===== src/design/frr_pkg.sv =====
`timescale 1ns / 1ps
// frr_pkg: shared types and codes of the frame router with route learning
// no dependencies

package frr_pkg;

  typedef enum logic [1:0] {
    OP_INCOMING = 2'd0,
    OP_SEND     = 2'd1,
    OP_ADD      = 2'd2,
    OP_NONE     = 2'd3
  } op_t;

  typedef enum logic [2:0] {
    ACT_LOCAL = 3'd0,
    ACT_FWD   = 3'd1,
    ACT_DROP  = 3'd2,
    ACT_ADDED = 3'd3,
    ACT_FULL  = 3'd4
  } action_t;

  typedef enum logic [2:0] {
    ST_IDLE,
    ST_SCAN_SRC,
    ST_LEARN,
    ST_SCAN_DST,
    ST_ADD
  } state_t;

  typedef enum logic {
    REG_OWN   = 1'b0,
    REG_BCAST = 1'b1
  } reg_idx_t;

  localparam logic [7:0] HOST_MASK  = 8'hFF;
  localparam logic [7:0] BCAST_INIT = 8'hFF;

  typedef struct packed {
    logic [7:0] dest;
    logic [7:0] mask;
    logic [3:0] ifc;
    logic [7:0] hop;
  } route_entry_t;

  typedef struct packed {
    action_t    action;
    logic [3:0] ifc;
    logic [7:0] via;
    logic [7:0] src;
    logic [2:0] prio;
    logic [4:0] proto;
    logic [7:0] ctl;
    logic       learned;
  } result_t;

endpackage


===== src/design/frame_router_with_route_learning_top.sv =====
`timescale 1ns / 1ps
// frame_router_with_route_learning_top: register port, sequencer, table and compare
// depends on frr_pkg, frr_table, frr_match, frr_ctrl

// Routing table with source learning, searched first-match in insertion order.
// Command channel: a beat is taken when start is high and busy is low; the
// in_ ports are sampled at that edge. Operation 3 is ignored and gives no beat.
// Result channel: out_valid is high for one cycle with the out_ fields; the
// receiver takes every beat and cannot stall the block.
// Add route writes unless the table is full; local send scans the destination;
// incoming header: as needed, source scan, host route insert and destination
// scan. Each scan reads one table entry per cycle through the single memory
// read port and the one masked compare unit; busy stays high meanwhile.
// The next command may be given in the cycle that out_valid is shown.
// Registers on the APB port: own address at 0x0, broadcast address at 0x4.
// Reset (rst_n low at a clock edge) empties the table, sets own address to 0
// and broadcast to 0xff; table contents are not cleared, only the count.

module frame_router_with_route_learning_top import frr_pkg::*; #(
  parameter int ROUTE_SLOTS = 16
) (
  input  logic        clk,
  input  logic        rst_n,
  input  logic        psel,
  input  logic        penable,
  input  logic        pwrite,
  input  logic [2:0]  paddr,
  input  logic [31:0] pwdata,
  output logic [31:0] prdata,
  output logic        pready,
  input  logic        start,
  output logic        busy,
  input  logic [1:0]  in_operation,
  input  logic [7:0]  in_dest_addr,
  input  logic [7:0]  in_src_addr,
  input  logic [7:0]  in_header_ctl,
  input  logic [2:0]  in_prio,
  input  logic [4:0]  in_protocol,
  input  logic [7:0]  in_dest_mask,
  input  logic [3:0]  in_interface_idx,
  input  logic [7:0]  in_link_addr,
  output logic        out_valid,
  output logic [2:0]  out_action,
  output logic [3:0]  out_out_interface,
  output logic [7:0]  out_via_addr,
  output logic [7:0]  out_src_addr_out,
  output logic [2:0]  out_prio_out,
  output logic [4:0]  out_protocol_out,
  output logic [7:0]  out_header_ctl_out,
  output logic        out_learned
);

  localparam int CNT_W = $clog2(ROUTE_SLOTS);

  logic [7:0] own_r, bcast_r;
  logic       cfg_wr;
  reg_idx_t   cfg_sel;

  logic             wr_en;
  logic [CNT_W-1:0] wr_addr, rd_addr;
  route_entry_t     wr_data, rd_data;
  logic [7:0]       key;
  logic             match_hit;
  logic             res_valid;
  result_t          res;

  assign pready  = 1'b1;
  assign cfg_wr  = psel && penable && pwrite && pready;
  assign cfg_sel = reg_idx_t'(paddr[2]);

  always_ff @(posedge clk) begin
    if (!rst_n) begin
      own_r   <= 8'h00;
      bcast_r <= BCAST_INIT;
    end else if (cfg_wr) begin
      unique case (cfg_sel)
        REG_OWN:   own_r   <= pwdata[7:0];
        REG_BCAST: bcast_r <= pwdata[7:0];
        default:   own_r   <= own_r;
      endcase
    end
  end

  always_comb begin
    unique case (cfg_sel)
      REG_OWN:   prdata = {24'h000000, own_r};
      REG_BCAST: prdata = {24'h000000, bcast_r};
      default:   prdata = 32'h00000000;
    endcase
  end

  frr_table #(.ROUTE_SLOTS(ROUTE_SLOTS)) u_table (
    .clk     (clk),
    .wr_en   (wr_en),
    .wr_addr (wr_addr),
    .wr_data (wr_data),
    .rd_addr (rd_addr),
    .rd_data (rd_data)
  );

  frr_match u_match (
    .key   (key),
    .entry (rd_data),
    .hit   (match_hit)
  );

  frr_ctrl #(.ROUTE_SLOTS(ROUTE_SLOTS)) u_ctrl (
    .clk              (clk),
    .rst_n            (rst_n),
    .start            (start),
    .busy             (busy),
    .in_operation     (in_operation),
    .in_dest_addr     (in_dest_addr),
    .in_src_addr      (in_src_addr),
    .in_header_ctl    (in_header_ctl),
    .in_prio          (in_prio),
    .in_protocol      (in_protocol),
    .in_dest_mask     (in_dest_mask),
    .in_interface_idx (in_interface_idx),
    .in_link_addr     (in_link_addr),
    .node_addr        (own_r),
    .bcast_addr       (bcast_r),
    .wr_en            (wr_en),
    .wr_addr          (wr_addr),
    .wr_data          (wr_data),
    .rd_addr          (rd_addr),
    .rd_data          (rd_data),
    .key              (key),
    .match_hit        (match_hit),
    .res_valid        (res_valid),
    .res              (res)
  );

  assign out_valid          = res_valid;
  assign out_action         = res.action;
  assign out_out_interface  = res.ifc;
  assign out_via_addr       = res.via;
  assign out_src_addr_out   = res.src;
  assign out_prio_out       = res.prio;
  assign out_protocol_out   = res.proto;
  assign out_header_ctl_out = res.ctl;
  assign out_learned        = res.learned;

endmodule


===== src/design/frr_table.sv =====
`timescale 1ns / 1ps
// frr_table: route table memory, one write port and one registered read port
// depends on frr_pkg

module frr_table import frr_pkg::*; #(
  parameter int ROUTE_SLOTS = 16
) (
  input  logic                           clk,
  input  logic                           wr_en,
  input  logic [$clog2(ROUTE_SLOTS)-1:0] wr_addr,
  input  route_entry_t                   wr_data,
  input  logic [$clog2(ROUTE_SLOTS)-1:0] rd_addr,
  output route_entry_t                   rd_data
);

  route_entry_t mem [ROUTE_SLOTS];
  route_entry_t rd_data_r;

  always_ff @(posedge clk) begin
    if (wr_en) begin
      mem[wr_addr] <= wr_data;
    end
  end

  always_ff @(posedge clk) begin
    rd_data_r <= mem[rd_addr];
  end

  assign rd_data = rd_data_r;

endmodule


===== src/design/frr_match.sv =====
`timescale 1ns / 1ps
// frr_match: masked address compare shared by every table scan
// depends on frr_pkg

module frr_match import frr_pkg::*; (
  input  logic [7:0]   key,
  input  route_entry_t entry,
  output logic         hit
);

  assign hit = ((entry.dest ^ key) & entry.mask) == 8'h00;

endmodule


===== src/design/frr_ctrl.sv =====
`timescale 1ns / 1ps
// frr_ctrl: sequencer for learning, table scans, route insert and result beat
// depends on frr_pkg; drives frr_table and frr_match

module frr_ctrl import frr_pkg::*; #(
  parameter int ROUTE_SLOTS = 16
) (
  input  logic                           clk,
  input  logic                           rst_n,
  input  logic                           start,
  output logic                           busy,
  input  logic [1:0]                     in_operation,
  input  logic [7:0]                     in_dest_addr,
  input  logic [7:0]                     in_src_addr,
  input  logic [7:0]                     in_header_ctl,
  input  logic [2:0]                     in_prio,
  input  logic [4:0]                     in_protocol,
  input  logic [7:0]                     in_dest_mask,
  input  logic [3:0]                     in_interface_idx,
  input  logic [7:0]                     in_link_addr,
  input  logic [7:0]                     node_addr,
  input  logic [7:0]                     bcast_addr,
  output logic                           wr_en,
  output logic [$clog2(ROUTE_SLOTS)-1:0] wr_addr,
  output route_entry_t                   wr_data,
  output logic [$clog2(ROUTE_SLOTS)-1:0] rd_addr,
  input  route_entry_t                   rd_data,
  output logic [7:0]                     key,
  input  logic                           match_hit,
  output logic                           res_valid,
  output result_t                        res
);

  localparam int CNT_W = $clog2(ROUTE_SLOTS);
  localparam logic [CNT_W-1:0] CAP = CNT_W'(ROUTE_SLOTS - 1);

  state_t state_r, state_nxt;

  logic [CNT_W-1:0] count_r, idx_r;
  logic             pend_r;
  logic             learned_r;
  logic             res_valid_r;
  result_t          res_r, res_nxt;

  op_t        op_r;
  logic [7:0] dst_r, src_r, ctl_r, mask_r, lla_r;
  logic [2:0] prio_r;
  logic [4:0] proto_r;
  logic [3:0] ifc_r;

  logic acc, hit, more, full, is_local, in_scan, issue, fin;

  assign acc      = start && (state_r == ST_IDLE);
  assign hit      = pend_r && match_hit;
  assign more     = idx_r < count_r;
  assign full     = count_r == CAP;
  assign is_local = (dst_r == node_addr) || (dst_r == bcast_addr);
  assign in_scan  = (state_r == ST_SCAN_SRC) || (state_r == ST_SCAN_DST);

  // next state
  always_comb begin
    state_nxt = state_r;
    unique case (state_r)
      ST_IDLE: begin
        if (start) begin
          unique case (op_t'(in_operation))
            OP_INCOMING: state_nxt = ST_SCAN_SRC;
            OP_SEND:     state_nxt = ST_SCAN_DST;
            OP_ADD:      state_nxt = ST_ADD;
            OP_NONE:     state_nxt = ST_IDLE;
            default:     state_nxt = ST_IDLE;
          endcase
        end
      end
      ST_SCAN_SRC: begin
        if (hit || !more) begin
          priority if (!hit && !full) state_nxt = ST_LEARN;
          else if (is_local)          state_nxt = ST_IDLE;
          else                        state_nxt = ST_SCAN_DST;
        end
      end
      ST_LEARN: begin
        state_nxt = is_local ? ST_IDLE : ST_SCAN_DST;
      end
      ST_SCAN_DST: begin
        if (hit || !more) state_nxt = ST_IDLE;
      end
      ST_ADD: state_nxt = ST_IDLE;
      default: state_nxt = ST_IDLE;
    endcase
  end

  // outputs
  always_comb begin
    issue   = in_scan && !hit && more;
    fin     = (state_r != ST_IDLE) && (state_nxt == ST_IDLE);
    key     = (state_r == ST_SCAN_SRC) ? src_r : dst_r;
    rd_addr = idx_r;
    wr_addr = count_r;
    wr_en   = (state_r == ST_LEARN) || ((state_r == ST_ADD) && !full);
    if (state_r == ST_LEARN) begin
      wr_data = '{dest: src_r, mask: HOST_MASK, ifc: ifc_r, hop: lla_r};
    end else begin
      wr_data = '{dest: dst_r, mask: mask_r, ifc: ifc_r, hop: lla_r};
    end

    res_nxt        = '0;
    res_nxt.action = ACT_DROP;
    unique case (op_r)
      OP_INCOMING: res_nxt.prio = ctl_r[7:5];
      OP_SEND:     res_nxt.prio = prio_r;
      default:     res_nxt.prio = 3'd0;
    endcase
    priority if (op_r == OP_ADD) begin
      res_nxt.action = full ? ACT_FULL : ACT_ADDED;
    end else if ((op_r == OP_INCOMING) && is_local) begin
      res_nxt.action = ACT_LOCAL;
      res_nxt.ifc    = ifc_r;
      res_nxt.src    = src_r;
      res_nxt.proto  = ctl_r[4:0];
    end else if (hit) begin
      res_nxt.action = ACT_FWD;
      res_nxt.ifc    = rd_data.ifc;
      res_nxt.via    = rd_data.hop;
    end else begin
      res_nxt.action = ACT_DROP;
    end
    if (op_r == OP_SEND) res_nxt.ctl = {prio_r, proto_r};
    res_nxt.learned = learned_r || (state_r == ST_LEARN);
  end

  always_ff @(posedge clk) begin
    if (!rst_n) begin
      state_r     <= ST_IDLE;
      count_r     <= '0;
      idx_r       <= '0;
      pend_r      <= 1'b0;
      learned_r   <= 1'b0;
      res_valid_r <= 1'b0;
    end else begin
      state_r     <= state_nxt;
      res_valid_r <= fin;
      if (wr_en) count_r <= count_r + CNT_W'(1);
      if (state_nxt != state_r) begin
        idx_r  <= '0;
        pend_r <= 1'b0;
      end else begin
        pend_r <= issue;
        if (issue) idx_r <= idx_r + CNT_W'(1);
      end
      if (acc) begin
        learned_r <= 1'b0;
      end else if (state_r == ST_LEARN) begin
        learned_r <= 1'b1;
      end
    end
  end

  always_ff @(posedge clk) begin
    if (acc) begin
      op_r    <= op_t'(in_operation);
      dst_r   <= in_dest_addr;
      src_r   <= in_src_addr;
      ctl_r   <= in_header_ctl;
      prio_r  <= in_prio;
      proto_r <= in_protocol;
      mask_r  <= in_dest_mask;
      ifc_r   <= in_interface_idx;
      lla_r   <= in_link_addr;
    end
    if (fin) res_r <= res_nxt;
  end

  assign busy      = state_r != ST_IDLE;
  assign res_valid = res_valid_r;
  assign res       = res_r;

`ifndef ASSERT_OFF
  a_count_cap: assert property (@(posedge clk) disable iff (!rst_n)
    count_r <= CAP) else $error("route count above capacity");

  a_learn_room: assert property (@(posedge clk) disable iff (!rst_n)
    (state_r == ST_LEARN) |-> (count_r != CAP)) else $error("learn with full table");

  a_count_step: assert property (@(posedge clk) disable iff (!rst_n)
    wr_en |=> (count_r == $past(count_r) + CNT_W'(1))) else $error("count not advanced");

  a_accept_busy: assert property (@(posedge clk) disable iff (!rst_n)
    (acc && (in_operation != OP_NONE)) |=> busy) else $error("accepted beat not started");

  a_scan_bound: assert property (@(posedge clk) disable iff (!rst_n)
    in_scan |-> (idx_r <= count_r)) else $error("scan index past table end");
`endif

endmodule


===== config.mk =====
export PLATFORM = sky130hd
export DESIGN_NAME = frame_router_with_route_learning_top
export DESIGN_NICKNAME = d
export VERILOG_FILES = /design/src/design/frr_pkg.sv /design/src/design/frame_router_with_route_learning_top.sv /design/src/design/frr_table.sv /design/src/design/frr_match.sv /design/src/design/frr_ctrl.sv
export SDC_FILE = /design/constraint.sdc
export NUM_CORES = 1
export LEC_CHECK = 0
export ABC_AREA = 1
export BUFFER_PORTS_ARGS = -buffer_cell sky130_fd_sc_hd__buf_2
export CAP_MARGIN = 30
export CELL_PAD_IN_SITES_DETAIL_PLACEMENT = 1
export CELL_PAD_IN_SITES_GLOBAL_PLACEMENT = 1
export CORE_MARGIN = 3
export CORE_UTILIZATION = 35
export CTS_CLUSTER_SIZE = 16
export DETAILED_ROUTE_END_ITERATION = 7
export PLACE_DENSITY = 0.71
export SYNTH_ARGS = -nofsm -noshare
export SYNTH_HDL_FRONTEND = slang
export SYNTH_SLANG_ARGS = --single-unit

===== constraint.sdc =====
create_clock -name clk -period 4.9 [get_ports clk]
set_clock_uncertainty 0.05 [all_clocks]
set_input_delay 0.98 -clock clk [delete_from_list [all_inputs] [get_ports clk]]
set_output_delay 0.98 -clock clk [all_outputs]
set_load 0.005 [all_outputs]

Word-level counts from Yosys, hierarchy flattened --
Memory sizes are Yosys's and may differ from the RTL's. A register that Yosys moved wholly into a read port is not among the register bits. Cells that the tools add are included.
Storage, ports and cells: logic and storage cells 96, memories 1, bits of input ports 95, flip-flop bits (word level) 124, RAM bits 448
Memory list:
- u_table.mem | depth 16, bits a word 28, rd ports 1, clocked after memory_dff 1, wr ports 1, RTL line frr_table.sv:16 | route_entry_t mem [ROUTE_SLOTS];
Operators by class: equal/unequal tests 13, magnitude comparators 1, add/sub/neg operators 2, bitwise operators 6, reduce and logical (&&, ||, !) cells 30, muxes and demuxes 18
Operators by type and width (count):
- $pmux W32 S2 | 1
- $mux W28 | 1
- $pmux W3 S4 | 2
- $mux W3 | 6
- $eq A8 B8 Y1 | 2
- $mux W12 | 1
- $logic_and A1 B1 Y1 | 10
- $add A4 B1 Y4 const B | 2
- $and A8 B8 Y8 | 1
- $logic_not A8 Y1 | 1
- $mux W8 | 1
- $xor A8 B8 Y8 | 1
- $mux W7 | 1
- $eq A2 B2 Y1 const B | 3
- $eq A3 B2 Y1 const B | 2
- $logic_not A3 Y1 | 2
- $pmux W3 S2 | 1
- $reduce_or A2 Y1 | 3
- $logic_or A1 B1 Y1 | 5
- $eq A2 B1 Y1 const B | 2
- $eq A4 B4 Y1 const B | 1
- $logic_not A2 Y1 | 2
- $lt A4 B4 Y1 | 1
- $mux W2 | 2
- 9 further kinds | 16

Depth between registers and ports, before layout --
depth after elaboration 13, depth in mapped cells 18, mapped depth without buffers 18

Hierarchy --
A second synthesis with hierarchy kept.
Unflattened totals: cell total of the unflattened synthesis 2442, area, all modules 25491.9 µm²
By module, submodules not included:
- frr_table | cells each 1858, sequential area each 14013.4 µm², instances 1, area an instance 19782.7 µm²
- frr_ctrl | cells each 399, sequential area each 3103.0 µm², instances 1, area an instance 4583.1 µm²
- frame_router_with_route_learning_top | cells each 143, sequential area each 320.3 µm², instances 1, area an instance 963.4 µm²
- frr_match | cells each 42, sequential area each 0.0 µm², instances 1, area an instance 162.7 µm²

Least setup slack after synthesis --
Ideal clock, no wire load.
kind register to register, start point register u_ctrl.state_r[0], end point register u_ctrl.res_r (netlist bit u_ctrl.res[0]), enable pin, arrival time 3.334 ns, slack 1.079 ns, cell stages (with the launch flop) 17, path buffers 2, required time 4.413 ns, clock period less this slack 3.821 ns, cell sequence dfxtp_1 buf_4 nand2_2 nor2_4 buf_6 nand2_4 a21oi_2 nor2_1 nor2_1 nand3_2 nand3_2 nand2_2 nor2_2 nand2_1 inv_1 nand2_1 nor2_1
On the way: word-level cells in the longest chain between the ends 13, elaborated cells between the ends (all ways) 20, classes of those cells 3 x eq/ne; 6 x mux; 2 x bitwise; 9 x reduce/logical
Ends and longest elaborated chain:
- start, declared | RTL line frr_ctrl.sv:37 | state_t state_r, state_nxt;
- start signal, assigned | RTL line frr_ctrl.sv:141 | state_r <= state_nxt;
- $eq A3 B1 Y1 | RTL line frr_ctrl.sv:63, frr_ctrl.sv:97
- $mux W8 | RTL line frr_ctrl.sv:97 | key = (state_r == ST_SCAN_SRC) ? src_r : dst_r;
- $xor A8 B8 Y8 | RTL line frr_match.sv:11 | assign hit = ((entry.dest ^ key) & entry.mask) == 8'h00;
- $and A8 B8 Y8 | RTL line frr_match.sv:11
- $logic_not A8 Y1 | RTL line frr_match.sv:11
- $logic_and A1 B1 Y1 | RTL line frr_ctrl.sv:54 | assign hit = pend_r && match_hit;
- $logic_not A1 Y1 | RTL line frr_ctrl.sv:77 | priority if (!hit && !full) state_nxt = ST_LEARN;
- $logic_and A1 B1 Y1 | RTL line frr_ctrl.sv:77
- $mux W3 | RTL line frr_ctrl.sv:77
- $mux W3 | RTL line frr_ctrl.sv:76 | if (hit || !more) begin
- $pmux W3 S4 | RTL line frr_ctrl.sv:63 | unique case (state_r)
- $logic_not A3 Y1 | RTL line frr_ctrl.sv:96 | fin = (state_r != ST_IDLE) && (state_nxt == ST_IDLE);
- $logic_and A1 B1 Y1 * | RTL line frr_ctrl.sv:96
- via u_ctrl.fin | RTL line frr_ctrl.sv:51 | logic acc, hit, more, full, is_local, in_scan, issue, fin;
- end signal, assigned | RTL line frr_ctrl.sv:171 | if (fin) res_r <= res_nxt;
- end, declared | RTL line frr_ctrl.sv:43 | result_t res_r, res_nxt;
Mark *: on every way through the listed nets, which the timed path passes. The rest lies on a longest branch. A chain may end at the register's enable or synchronous reset.

Worst setup path in the final report --
start point register u_ctrl.state_r[0], end point register u_ctrl.res_r (netlist bit u_ctrl.res[17]), enable pin
The elaborated chain is that of the path after synthesis.

==> results by group <==
Setup path
  • Most frequent cell on the critical path: nand2_1
  • Worst EP required: 5.16 ns
  • Kind of capture point of the worst setup path: flip-flop
  • Crit-path cells: nand2_2 > nor2_4 > nand2_1 > nand2_1 > nand2_1 > nand3_1 > nand2_1 > nor2_1 > nand3_2 > nand3_2 > nand2_2 > nor2_2 > nand2_1 > inv_1 > nand2_1 > nor2_4 > buf_4
  • Setup slack of the most critical reg-to-reg path: 1.48 ns
  • Largest incremental delay on the critical path: 0.54 ns
  • Destination of the worst register-to-register timing path: u_ctrl.res[17]$_SDFFCE_PP0P_
  • R2R depth: 17
  • Critical R2R Launch: u_ctrl.state_r[0]$_SDFF_PN0_
  • Largest driver fanout on the critical path: 19
  • Highest-delay cell along the critical path: dfxtp_1
  • Element type at the critical path start: flip-flop
  • Critical path buffer and inverter count: 2
  • Crit path kind: flip-flop to flip-flop
  • CP Data Arrival Time: 3.68 ns
  • Category of cells accounting for the largest share of critical-path delay: simple AND/OR/NAND/NOR gates

STA
  • Fin. max-slew vios: 0
  • Worst hold slack after final layout: 0.444 ns
  • Minimum period implied by the final worst setup slack: 3.42 ns
  • Final setup margin: 1.48 ns
  • Final period util: 69.8%
  • Transition time of the tightest slew-check pin: 1.05 ns
  • Maximum operating frequency: 292 MHz
  • Endpoints failing hold: 0
  • Worst slew margin relative to its limit: 30.1%
  • Setup repair after global routing missed its margin: false
  • Setup-violating endpoint count in the final report: 0
  • Total negative setup slack: 0 ns

Yosys
  • Number of warnings issued by yosys: 0
  • Async set or reset register ratio after synthesis: 0%
  • Share of the yosys chip area belonging to registers: 74.9%
  • Post-synthesis area per instance: 12.8 um2
  • Synthesized flop and latch total: 600
  • Cells after synthesis: 1815
  • Number of distinct standard cells referenced by the synthesized netlist: 35
  • Synth Flop Type: edfxtp_1
  • Count of flip-flops with a built-in enable after synthesis: 542
  • Summed instance area of the synthesized netlist: 23300 um2

Floorplan
  • Area of the die: 69600 um2
  • Total number of placement rows: 93
  • Area of the core: 65200 um2
  • Initial standard-cell utilization of the core: 35.7%
  • Floorplan die height: 264 um
  • Die Span X: 264 um
  • I/O pins: 170

Final layout
  • Layout-stage area growth over the synthesis result: 16.3%
  • Highest-count cells in the layout ignoring fill and taps: edfxtp_1 (542), nand2_1 (291), o21ai_0 (182)
  • Final Non-Filler Cells: 2852
  • Most frequent standard cell in the layout excluding fill and tap cells: edfxtp_1
  • Fill count: 6819
  • Antenna Cells: 0
  • Number of nets in the finished design: 2048
  • Share of cells above drive strength 1: 16.1%

Power
  • Net Sw Power: 0.00350 W
  • Switching share of power: 26.7%
  • Leak Pwr: 9.72 nW
  • Worst voltage drop across the vdd grid: 419 uV
  • Total Power: 0.0131 W
  • Proportion of power drawn by flip-flops and latches: 50.9%
  • Internal Dissipation: 0.00963 W
  • Part of the power in the clock network: 36.5%
  • Part of the total power dissipated in combinational logic: 12.6%
  • Power density relative to cell area: 485 nW/um2

Hold path
  • Min-Delay Startpoint: in_link_addr[6]
  • End point of the most critical hold path: u_ctrl.lla_r[6]$_DFFE_PP_
  • Hold Crit Depth: 1
  • Kind of path behind the tightest hold check: input port to flip-flop

Clock tree
  • CTS clk-pin slew, worst paths: 0.07 ns
  • Number of clock sinks: 600
  • Root Buffer Master: clkbuf_16
  • Total clock buffers created by CTS: 60
  • Post-CTS setup buffers: 0
  • Total of hold buffers inserted after clock tree synthesis: 0
  • Gates resized, CTS repair: 0
  • Maximum clock path buffer count: 3
  • CTS tree: built
  • Clock network latency to the later pin of the worst-skew pair: 0.67 ns
  • CTS HTree Levels: 2

Global routing
  • Maximum number of pins on one net before global-route repair: 111
  • Combined global-route utilization of all metal layers: 18.6%
  • Antenna violations before repair: 1
  • Overall overflow remaining after global route: 0
  • Vias in the first global route: 15.9k
  • Global-route wire length before repair: 98700 um

Placed design
  • Setup Slack @ Placement: 1.44 ns
  • GP Congestion: 0.779
  • Placed wire-length estimate: 38300 um
  • Count of input and output buffers: 118
  • Post-placement cell count: 2738

Routing
  • Count of antenna-violating nets left after detailed routing: 0
  • WL/cell: 23.3 um
  • Drt total wl: 66500 um
  • Number of vias in the routed layout: 15.2k
  • Count of routing violations after the opening detailed-route iteration: 1517
  • Vias/cell: 5.33
  • First-pass detailed-route iteration total: 5
  • Remaining DRCs: 0

Job
  • Reported max-cap violation count: 0

Run status
  • Run status: complete, no violations
[power by group through the flow]
stage	Combinational (W)	Clock [W]	Sequential, W
global route	0.00184	0.00511	0.00674
finish	0.00165	0.00479	0.00669
floorplan	0.000954	0	0.00670
CTS	0.00167	0.00488	0.00670
global placement	0.00158	0	0.00677
detailed placement	0.00166	0	0.00679
[cell type report]
type	count	area, um2	area share (%)
Sequential cell	600	17400	64.5
Multi-Input combinational cell	1037	5190	19.2
Clock buffer	77	1670	6.15
Tap cell	855	1070	3.95
Timing Repair Buffer	164	968	3.58
Clock inverter	37	418	1.54
Inverter	82	313	1.16
[worst register-to-register path, delay by kind of cell, from the launching register on]
kind | cells | cell delay, ns
buffers and inverters | 2 | 0.46
DFF | 1 | 0.54
and+or+nand+nor | 15 | 2.06
[kinds of logic after synthesis]
kind of cell / after synthesis / share of synthesized area, %
buffers and inverters: 201 / 3.73
and+or+nand+nor: 626 / 11.4
xor gates and xnor gates: 13 / 0.489
AOI/OAI and AO/OA: 365 / 8.98
other: 2 / 0.0323
adders and majority gates: 8 / 0.430
DFF: 600 / 74.9
[metrics by stage]
step	area [um2]	util, %
2_1_floorplan	23400	-
3_3_place_gp	24900	38.3
3_5_place_dp	25000	38.3
4_1_cts	27100	41.5
5_1_grt	27100	41.5
6_report	27100	41.5
[synthesized netlist by cell type (21+ instances only)]
library cell  instances  area share (%)
nor2_1              196             3.2
clkbuf_1             89             1.4
buf_4                26            0.84
nand4_1              26            0.70
o221ai_1             21            0.79
o21ai_0             182             3.9
nand3_1              74             1.6
a21oi_1              87             1.9
edfxtp_1            542              70
o22ai_1              36            0.97
nand2_1             291             4.7
inv_1                77             1.2
a221oi_1             34             1.3
dfxtp_1              58             5.0
[worst max-delay path by stage]
stage / cells past startpoint / startpoint / end
after floorplan: 16 / u_ctrl.state_r[0]$_SDFF_PN0_ / u_ctrl.res[0]$_DFFE_PP_
after global placement: 17 / u_ctrl.state_r[0]$_SDFF_PN0_ / u_ctrl.res[0]$_DFFE_PP_
after detailed placement: 17 / u_ctrl.state_r[0]$_SDFF_PN0_ / u_ctrl.res[17]$_SDFFCE_PP0P_
after CTS: 17 / u_ctrl.state_r[0]$_SDFF_PN0_ / u_ctrl.res[20]$_SDFFCE_PP0P_
after global routing: 17 / u_ctrl.state_r[0]$_SDFF_PN0_ / u_ctrl.res[17]$_SDFFCE_PP0P_
final: 17 / u_ctrl.state_r[0]$_SDFF_PN0_ / u_ctrl.res[17]$_SDFFCE_PP0P_
[flip-flops by register name, summed over array words and instances, names as in the netlist, 8 cells and up]
register / flops
bcast_r: 8
own_r: 8
u_ctrl.ctl_r: 8
u_ctrl.dst_r: 8
u_ctrl.lla_r: 8
u_ctrl.mask_r: 8
u_ctrl.res: 40
u_ctrl.src_r: 8
u_table.mem: 448
u_table.rd_data: 28
[per-layer routing]
layer / vias up / GRT usage, % / wire [um]
met2: 575 / 30.1 / 31300
met5: - / 0 / 0
met4: 0 / 5.22 / 1600
li1: 6771 / - / -
met1: 7730 / 25.5 / 28700
met3: 123 / 3.93 / 4960
Note: power is estimated with default switching activity, not from simulation.
